<file path="src/rtl/gqls_pkg.sv">
// package for the grid q-learning step engine
// holds op codes, register indexes, action and reward codes and shared types; no dependencies
package gqls_pkg;
	localparam int GridCols = 16;
	localparam int GridRows = 8;
	localparam int QBits = 24;

	localparam logic [1:0] OP_MASK = 2'd0;
	localparam logic [1:0] OP_QWR = 2'd1;
	localparam logic [1:0] OP_STEP = 2'd2;
	localparam logic [1:0] OP_RESTART = 2'd3;

	localparam logic [2:0] REG_KEY_COL = 3'd0;
	localparam logic [2:0] REG_KEY_ROW = 3'd1;
	localparam logic [2:0] REG_GOAL_COL = 3'd2;
	localparam logic [2:0] REG_GOAL_ROW = 3'd3;
	localparam logic [2:0] REG_START_COL = 3'd4;
	localparam logic [2:0] REG_START_ROW = 3'd5;
	localparam logic [2:0] REG_LEARN = 3'd6;
	localparam logic [2:0] REG_DISCOUNT = 3'd7;

	localparam logic [1:0] ACT_UP = 2'd0;
	localparam logic [1:0] ACT_DOWN = 2'd1;
	localparam logic [1:0] ACT_RIGHT = 2'd2;
	localparam logic [1:0] ACT_LEFT = 2'd3;

	localparam logic [1:0] RW_NONE = 2'd0;
	localparam logic [1:0] RW_KEY = 2'd1;
	localparam logic [1:0] RW_GOAL = 2'd2;
	localparam logic [1:0] RW_GOAL_KEY = 2'd3;

	// controller to datapath commands
	typedef struct packed {
		logic load;     // latch input item, read current-cell q
		logic rd_cur;   // pick action, move, read successor q
		logic rd_next;  // pick successor best, read its q
		logic mul_t;    // t = r + g*qn
		logic mul_u;    // lr*(t-q)
		logic finish;   // write back, commit state, present result
	} gqls_cmd_t;

	typedef struct packed {
		logic is_step;
	} gqls_sts_t;
endpackage

</file>
<file path="src/rtl/gqls_ctrl.sv">
// sequencer for the q-learning step engine
// depends on gqls_pkg
module gqls_ctrl import gqls_pkg::*; (
	input  logic      clk,
	input  logic      arst_n,
	input  logic      start,
	input  gqls_sts_t sts,
	output logic      busy,
	output gqls_cmd_t cmd
);
	localparam logic [2:0] S_IDLE = 3'd0;
	localparam logic [2:0] S_CUR = 3'd1;
	localparam logic [2:0] S_NEXT = 3'd2;
	localparam logic [2:0] S_MT = 3'd3;
	localparam logic [2:0] S_MU = 3'd4;
	localparam logic [2:0] S_FIN = 3'd5;

	logic [2:0] state_q;
	logic [2:0] state_d;

	always_comb begin
		cmd = '0;
		state_d = state_q;
		unique case (state_q)
			S_IDLE: begin
				if (start) begin
					cmd.load = 1'b1;
					state_d = S_CUR;
				end
			end
			S_CUR: begin
				if (sts.is_step) begin
					cmd.rd_cur = 1'b1;
					state_d = S_NEXT;
				end else begin
					state_d = S_FIN;
				end
			end
			S_NEXT: begin
				cmd.rd_next = 1'b1;
				state_d = S_MT;
			end
			S_MT: begin
				cmd.mul_t = 1'b1;
				state_d = S_MU;
			end
			S_MU: begin
				cmd.mul_u = 1'b1;
				state_d = S_FIN;
			end
			S_FIN: begin
				cmd.finish = 1'b1;
				state_d = S_IDLE;
			end
			default: state_d = S_IDLE;
		endcase
	end

	assign busy = (state_q != S_IDLE);

	always_ff @(posedge clk or negedge arst_n) begin
		if (!arst_n) begin
			state_q <= S_IDLE;
		end else begin
			state_q <= state_d;
		end
	end

`ifndef SYNTHESIS
	a_load_idle: assert property (@(posedge clk) disable iff (!arst_n)
		cmd.load |-> state_q == S_IDLE) else $error("load outside idle");
	a_fin_then_idle: assert property (@(posedge clk) disable iff (!arst_n)
		cmd.finish |=> !busy) else $error("no return to idle");
	a_onehot_cmd: assert property (@(posedge clk) disable iff (!arst_n)
		$onehot0(cmd)) else $error("overlapping commands");
`endif
endmodule

</file>
<file path="config.mk">
export PLATFORM = sky130hd
export DESIGN_NAME = gqls_ctrl
export DESIGN_NICKNAME = d
export VERILOG_FILES = /design/src/rtl/gqls_pkg.sv /design/src/rtl/gqls_ctrl.sv
export SDC_FILE = /design/constraint.sdc
export NUM_CORES = 1
export LEC_CHECK = 0
export BUFFER_PORTS_ARGS = -buffer_cell sky130_fd_sc_hd__buf_2
export CORE_AREA = 5 5 42 44
export CTS_BUF_LIST = sky130_fd_sc_hd__clkbuf_2
export DETAILED_ROUTE_END_ITERATION = 10
export DIE_AREA = 0 0 47 49
export GPL_TIMING_DRIVEN = 0
export HOLD_SLACK_MARGIN = 0.02
export PLACE_DENSITY = 0.4
export SYNTH_ARGS = -nofsm -noshare
export SYNTH_HDL_FRONTEND = slang
export SYNTH_SLANG_ARGS = --single-unit
</file>
<file path="constraint.sdc">
create_clock -name clk -period 2.38 [get_ports clk]
set_input_delay 0.714 -clock clk [delete_from_list [all_inputs] [get_ports clk]]
set_output_delay 0.714 -clock clk [all_outputs]
set_load 0.05 [all_outputs]
</file>
==> results of run 1 <==
==> critical path, cell delays in order, from the launching register on <==
cell and delay [ns]:
dfrtp_1 0.45, or3_1 0.42, nor2_2 0.09, buf_2 0.26
==> cells by family (layout without fill, tap and decap cells) <==
logic type,after synthesis,in the layout,share of synthesized area (%)
buf+inv,2,16,4.26
flops,3,3,42.6
compound gates,3,3,12.1
simple gates,12,12,41.1
==> cell usage in the layout (no fill, tap or decap), drive strengths merged <==
| cell type | Yosys | routed |
|---|---|---|
| clkbuf | 0 | 4 |
| and3 | 1 | 1 |
| nand2b | 2 | 2 |
| a211oi | 1 | 1 |
| buf | 0 | 10 |
| inv | 2 | 2 |
| a31o | 1 | 1 |
| or3 | 2 | 2 |
| nor2 | 3 | 3 |
| dfrtp | 3 | 3 |
| a21oi | 1 | 1 |
| nor3 | 1 | 1 |
| nand3b | 1 | 1 |
| nor3b | 1 | 1 |
| nor4b | 1 | 1 |
==> final cells by class <==
| type | count | area [um^2] | share of cell area [%] |
|---|---|---|---|
| well taps | 16 | 20.0 | 7.44 |
| clock buffers | 4 | 20.0 | 7.44 |
| flip-flops and latches | 3 | 75.1 | 27.9 |
| multi-input cells | 15 | 96.3 | 35.8 |
| repair buffers | 10 | 50.0 | 18.6 |
| inverters | 2 | 7.51 | 2.79 |
==> worst max-delay path by stage <==
stage,from,endpoint,depth (start not counted)
2_1_floorplan,state_q[2],cmd[0],2
3_3_place_gp,sts,cmd[4],4
3_5_place_dp,sts,cmd[4],4
4_1_cts,state_q[1],cmd[5],3
5_1_grt,state_q[1],cmd[5],3
6_report,state_q[1],cmd[5],3
==> layer usage <==
metal | vias up | share of wire (%) | GRT usage, % | routed length [um]
li1 | 101 | - | - | -
met1 | 85 | 47 | 6.62 | 234
met2 | 13 | 39 | 5.43 | 195
met3 | 2 | 11 | 2.95 | 53
met4 | 0 | 3.4 | 6.91 | 17
met5 | - | 0 | 0 | 0
==> through the flow <==
step           utilization (%)  hold slack, ns  instance area [um^2]
2_1_floorplan                -           0.418                   179
3_3_place_gp              17.8           0.513                   249
3_5_place_dp              17.8           0.513                   249
4_1_cts                   19.2           0.284                   269
5_1_grt                   19.2           0.267                   269
6_report                  19.2           0.285                   269
==> metrics, run 1 <==
number of global-route vias before repair=221; CTS tree=yes; Placer Congestion=0.602; worst slew pin tran=0.224 ns; CTS sink cnt=3; Reg clk slew, reported paths=0.05 ns; fin cells=50; drt total wl=~500 um; CP arrival=1.43 ns; critical path type=flip-flop to output port; critical path endpoint category=output port; Detailed Routing Iterations Pass 1=2; status=completed; worst reg2reg path depth=3; Post-synth EDFFs=0; Vias=201; clock buffer depth=2; RSZ-0062 raised after global routing=false; site row count=14; Largest regs=state_q (3); core box area=0.00140 mm^2; share of post-route cells with drive strength above 1=47.1%; Net Count, Synth=24; Gate Count Post-Synth=20; post-route setup slack=approximately 0.24 ns; fillers=161; Starting Density=12.6%; DP HPWL=~380 um; Top reg by flops=state_q; startpoint types=flip-flop; Clock Skew=0.00624 ns; post-synth top area cell=dfrtp_1; worst rel slew slack=84.9%; Nets=39; Worst-Skew Late Latency=about 0.21 ns; area share of the largest cell type after synthesis=42.6%; boundary pin count=11; max reg flops=3; via-per-instance ratio=4.02; pre-CTS setup slack=roughly 0.38 ns; Top FF cell, synth=dfrtp_1; Async SR Flop Fraction=100%; Final Cycle Share=90.1%; # hold bufs at CTS=0; grt ovf=0; reg2reg start=state_q[0]; setup TNS=0 ns; flop-to-flop setup slack=1.22 ns; WL/cell=10.0 um; port bufs=10; sequential share of the synthesized area=42.6%; worst-path maximum fanout=9; Max Slew Vio Count=0; ANT cells=0; Max-Cap Viols=0; YS warnings=0; die area=0.00230 mm^2; largest net degree at the start of global routing=10; Placed Instances=46; DR iter-0 viols=4; Hold Vio Cnt, Final=0; max frequency=467 MHz; Post-route DRC=0; worst hold-check path type=input port to asynchronous set/reset pin; first-pass GRT wire length=between 800 and 900 um; Tmin final=2.14 ns; CTS root buffer=clkbuf_2; Layout area overhead=52.5%; CTS resizes=0; GRT Resource Usage Total=5.43%; synth unique cells=13; die height=49 um; Final setup viols=0; Post-Syn Area=176 um^2; syn_area_per_cell=8.82 um^2; Post-synth top cells=dfrtp_1 (3), nor2_1 (3), inv_1 (2), nand2b_1 (2), or3_1 (2); Num CTS Buffers=3; initial antenna violation count=0; Die X=47 um; Setup Buffers After CTS=0; remaining antenna violation count after routing=0; Synth area leaders=dfrtp_1 (43%), nand2b_1 (7.1%), or3_1 (7.1%), nor2_1 (6.4%), a31o_1 (5.0%); Critical Path RT=about 1.7 ns; Reg-to-Reg End=state_q[0]; CTS HTree Levels=1; synthesized flop and latch total=3
Power of run 1 is left out: the tool's default activity adds up to more than one toggle a clock period on the data nets, which glitch-free logic cannot reach.
==> inputs of run 2 (changes only) <==
- RECOVER_POWER: unset -> 25
==> run 2 against run 1 <==
Net effect: largest cell class unchanged; count of clock-buffer cells in the layout did not move; core utilization fell by 0.089 points; final cell count unchanged; clock skew is the same; non-clock buffer count unchanged; via count unchanged.
==> metrics, run 2 (synthesized netlist as in run 1, its figures left out) <==
worst rel slew slack=84.9% (unchanged); clock buffer depth=2 (unchanged); largest net degree at the start of global routing=10 (unchanged); Setup Buffers After CTS=0 (unchanged); # hold bufs at CTS=0 (unchanged); Hold Vio Cnt, Final=0 (unchanged); first-pass GRT wire length=848 um (unchanged); Starting Density=12.6% (unchanged); die height=49 um (unchanged); status=completed; startpoint types=flip-flop; drt total wl=500 um (unchanged); die area=0.00230 mm^2 (unchanged); reg2reg start=state_q[0]; Worst-Skew Late Latency=0.21 ns (about the same); Layout area overhead=51.8%; register area=75.1 um^2 (unchanged); worst hold-check path type=input port to asynchronous set/reset pin; Placer Congestion=0.602 (unchanged); commonest non-fill, non-tap cell in the layout=buf_2; CTS tree=yes; CTS resizes=0 (unchanged); setup TNS=0 ns (unchanged); Reg clk slew, reported paths=0.05 ns (about the same); CTS sink cnt=3 (unchanged); Tmin final=2.14 ns (unchanged); CTS HTree Levels=1 (unchanged); CTS root buffer=clkbuf_2; Final Cycle Share=90.1% (unchanged); WL/cell=10.0 um (unchanged); Top reg by flops=state_q; GRT Resource Usage Total=5.43% (unchanged); site row count=14 (unchanged); final cell utilization of the core=19.1% (-0.089 points); leading cell types in the layout, fill and taps excluded=buf_2 (9), clkbuf_2 (4), dfrtp_1 (3); fillers=161 (unchanged); ANT cells=0 (unchanged); Nets=39 (unchanged); max frequency=467 MHz (unchanged); Detailed Routing Iterations Pass 1=2 (unchanged); worst-path maximum fanout=9 (unchanged); core box area=0.00140 mm^2 (unchanged); worst reg2reg path depth=3 (unchanged); Largest regs=state_q (3); RSZ-0062 raised after global routing=false; boundary pin count=11 (unchanged); Num CTS Buffers=3 (unchanged); Max-Cap Viols=0 (unchanged); DR iter-0 viols=4 (unchanged); share of post-route cells with drive strength above 1=44.1% (-2.9 points); Critical Path RT=1.67 ns (about the same); max reg flops=3 (unchanged); via-per-instance ratio=4.02 (unchanged); Multi-input gate area=96.3 um^2 (unchanged); remaining antenna violation count after routing=0 (unchanged); critical path type=flip-flop to output port; Reg-to-Reg End=state_q[0]; Post-route DRC=0 (unchanged); port bufs=10 (unchanged); Hold Slack=0.296 ns (+0.0114 ns); grt ovf=0 (unchanged); Die X=47 um (unchanged); Clock Skew=0.00624 ns (unchanged); initial antenna violation count=0 (unchanged); flop-to-flop setup slack=1.22 ns (about the same); DP HPWL=375 um (unchanged); Final setup viols=0 (unchanged); Vias=201 (unchanged); number of global-route vias before repair=221 (unchanged); worst slew pin tran=0.224 ns (unchanged); critical path endpoint category=output port; CP arrival=1.43 ns (about the same); Max Slew Vio Count=0 (unchanged)
==> run 2: changes by cell type in the layout (fill, tap and decap cells not counted), sizes merged <==
| cell | change |
|---|---|
| clkbuf | +1 |
| buf | -1 |
==> run 2: cell type report <==
class	instances	share of cell area (%)
repair buffers	10	18.2
well taps	16	7.48
multi-input cells	15	36.0
clock buffers	4	7.48
flip-flops and latches	3	28.0
inverters	2	2.80
==> run 2: worst max-delay path, cell delays in order (launching register included) <==
cell     delay, ns
dfrtp_1       0.45
or3_1         0.42
nor2_2        0.09
buf_2         0.26
==> run 2: routing by layer <==
metal  track usage (%)  up-vias  part of all wire (%)
met4              6.91        0                   3.4
met3              2.95        2                    11
li1                  -      101                     -
met5                 0        -                     0
met2              5.43       13                    39
met1              6.62       85                    47
==> run 2: how the worst max path moves through the flow <==
stage                     startpoint  endpoint  slack [ns]  depth (start not counted)
after CTS                 state_q[1]    cmd[5]        0.22                          3
after floorplan           state_q[2]    cmd[0]        0.01                          2
final                     state_q[1]    cmd[5]        0.24                          3
after detailed placement         sts    cmd[4]        0.38                          4
after global routing      state_q[1]    cmd[5]        0.14                          3
after global placement           sts    cmd[4]        0.37                          4
==> run 2: through the flow <==
stage / std cells / cell area, um^2 / worst slack [ns]
floorplan: 20 / 179 / 0.0144
global placement: 46 / 249 / 0.370
detailed placement: 46 / 249 / 0.377
CTS: 50 / 269 / 0.218
global route: 50 / 268 / 0.144
finish: 50 / 268 / 0.237
Power of run 2 is left out for the same reason.
==> inputs of run 3 (changes only) <==
- MAX_ROUTING_LAYER: unset -> met4
==> run 3 against run 2 <==
Net effect: critical path depth is the same; clock skew is the same; via count is the same; first-iteration DRC count unchanged; design area is the same.
==> metrics, run 3 (synthesized netlist as in run 1, its figures left out) <==
die area=0.00230 mm^2 (unchanged); Vias=201 (unchanged); Worst-Skew Late Latency=0.21 ns (about the same); Placer Congestion=0.605 (+0.65%); Detailed Routing Iterations Pass 1=2 (unchanged); worst slew pin tran=0.224 ns (-0.000000238 ns); Final setup viols=0 (unchanged); max frequency=467 MHz (about the same); CP max stage delay=0.45 ns (about the same); Hold Vio Cnt, Final=0 (unchanged); first-pass GRT wire length=848 um (unchanged); worst rel slew slack=84.9% (unchanged); port bufs=10 (unchanged); startpoint types=flip-flop; boundary pin count=11 (unchanged); commonest non-fill, non-tap cell in the layout=buf_2; Nets=39 (unchanged); Worst path slowest cell=dfrtp_1; worst hold-check path type=input port to asynchronous set/reset pin; DR iter-0 viols=4 (unchanged); worst-path maximum fanout=9 (unchanged); share of post-route cells with drive strength above 1=44.1% (unchanged); Setup Buffers After CTS=0 (unchanged); Critical Path RT=1.67 ns (about the same); site row count=14 (unchanged); CTS HTree Levels=1 (unchanged); CTS root buffer=clkbuf_2; Post-route DRC=0 (unchanged); Die X=47 um (unchanged); grt ovf=0 (unchanged); GRT Resource Usage Total=5.57% (+0.14 points); number of global-route vias before repair=221 (unchanged); Critical Path, Cell by Cell=or3_1 -> nor2_2 -> buf_2; max reg flops=3 (unchanged); Final Cycle Share=90.1% (about the same); Max Slew Vio Count=0 (unchanged); # hold bufs at CTS=0 (unchanged); die height=49 um (unchanged); Largest regs=state_q (3); via-per-instance ratio=4.02 (unchanged); status=completed; remaining antenna violation count after routing=0 (unchanged); Hold Slack=0.296 ns (unchanged); critical path type=flip-flop to output port; DP HPWL=375 um (unchanged); WL/cell=10.0 um (unchanged); RSZ-0062 raised after global routing=false; largest net degree at the start of global routing=10 (unchanged); Clock Skew=0.00624 ns (unchanged); CP arrival=1.43 ns (about the same); Starting Density=12.6% (unchanged); Tmin final=2.14 ns (-0.0000570 ns); ANT cells=0 (unchanged); drt total wl=500 um (unchanged); leading cell types in the layout, fill and taps excluded=buf_2 (9), clkbuf_2 (4), dfrtp_1 (3); CTS sink cnt=3 (unchanged); critical path endpoint category=output port; Num CTS Buffers=3 (unchanged); clock buffer depth=2 (unchanged); Max-Cap Viols=0 (unchanged); Layout area overhead=51.8% (unchanged); Top reg by flops=state_q; core box area=0.00140 mm^2 (unchanged); initial antenna violation count=0 (unchanged); setup TNS=0 ns (unchanged); CTS resizes=0 (unchanged); CTS tree=yes; Reg clk slew, reported paths=0.05 ns (about the same)
run 3: cell counts in the layout (fill, tap and decap cells not counted):
Identical to the previous run, type by type.
run 3: path summary, 6_finish.rpt:
kind / end / start / slack, ns / cells past startpoint
worst max-delay path: cmd[5] / state_q[1] / 0.24 / 3
max in group asynchronous: state_q[0] / arst_n / 1.92 / 1
min in group clk: state_q[1] / state_q[2] / 0.54 / 1
worst min-delay path: state_q[1] / arst_n / 0.30 / 1
worst min register to register: state_q[1] / state_q[2] / 0.54 / 1
worst max register to register: state_q[0] / state_q[0] / 1.22 / 3
run 3: routing by layer:
| layer | GRT usage, % | vias up | wire [um] | part of all wire [%] |
|---|---|---|---|---|
| met3 | 2.58 | 2 | 47 | 9.4 |
| met5 | - | - | 0 | 0 |
| met4 | 6.91 | 0 | 17 | 3.4 |
| met2 | 5.43 | 13 | 195 | 39 |
| met1 | 6.84 | 85 | 240 | 48 |
| li1 | - | 101 | - | - |
run 3: critical path, delay by kind of cell (launching register included):
family / cells / cell delay, ns
buffers and inverters: 1 / 0.26
flip-flops: 1 / 0.45
AND/OR/NAND/NOR: 2 / 0.51
run 3: cell type report:
type	count	area, um^2
inverter	2	7.51
tap	16	20.0
fill	161	1130
timing repair buffer	10	48.8
multi-input combinational	15	96.3
clock buffer	4	20.0
sequential	3	75.1
run 3: per-stage QoR:
stage	utilization, %	cell area, um^2	setup WS, ns	std cells
2_1_floorplan	-	179	0.0144	20
3_3_place_gp	17.8	249	0.370	46
3_5_place_dp	17.8	249	0.377	46
4_1_cts	19.2	269	0.218	50
5_1_grt	19.1	268	0.144	50
6_report	19.1	268	0.237	50
Power of run 3 is left out for the same reason.
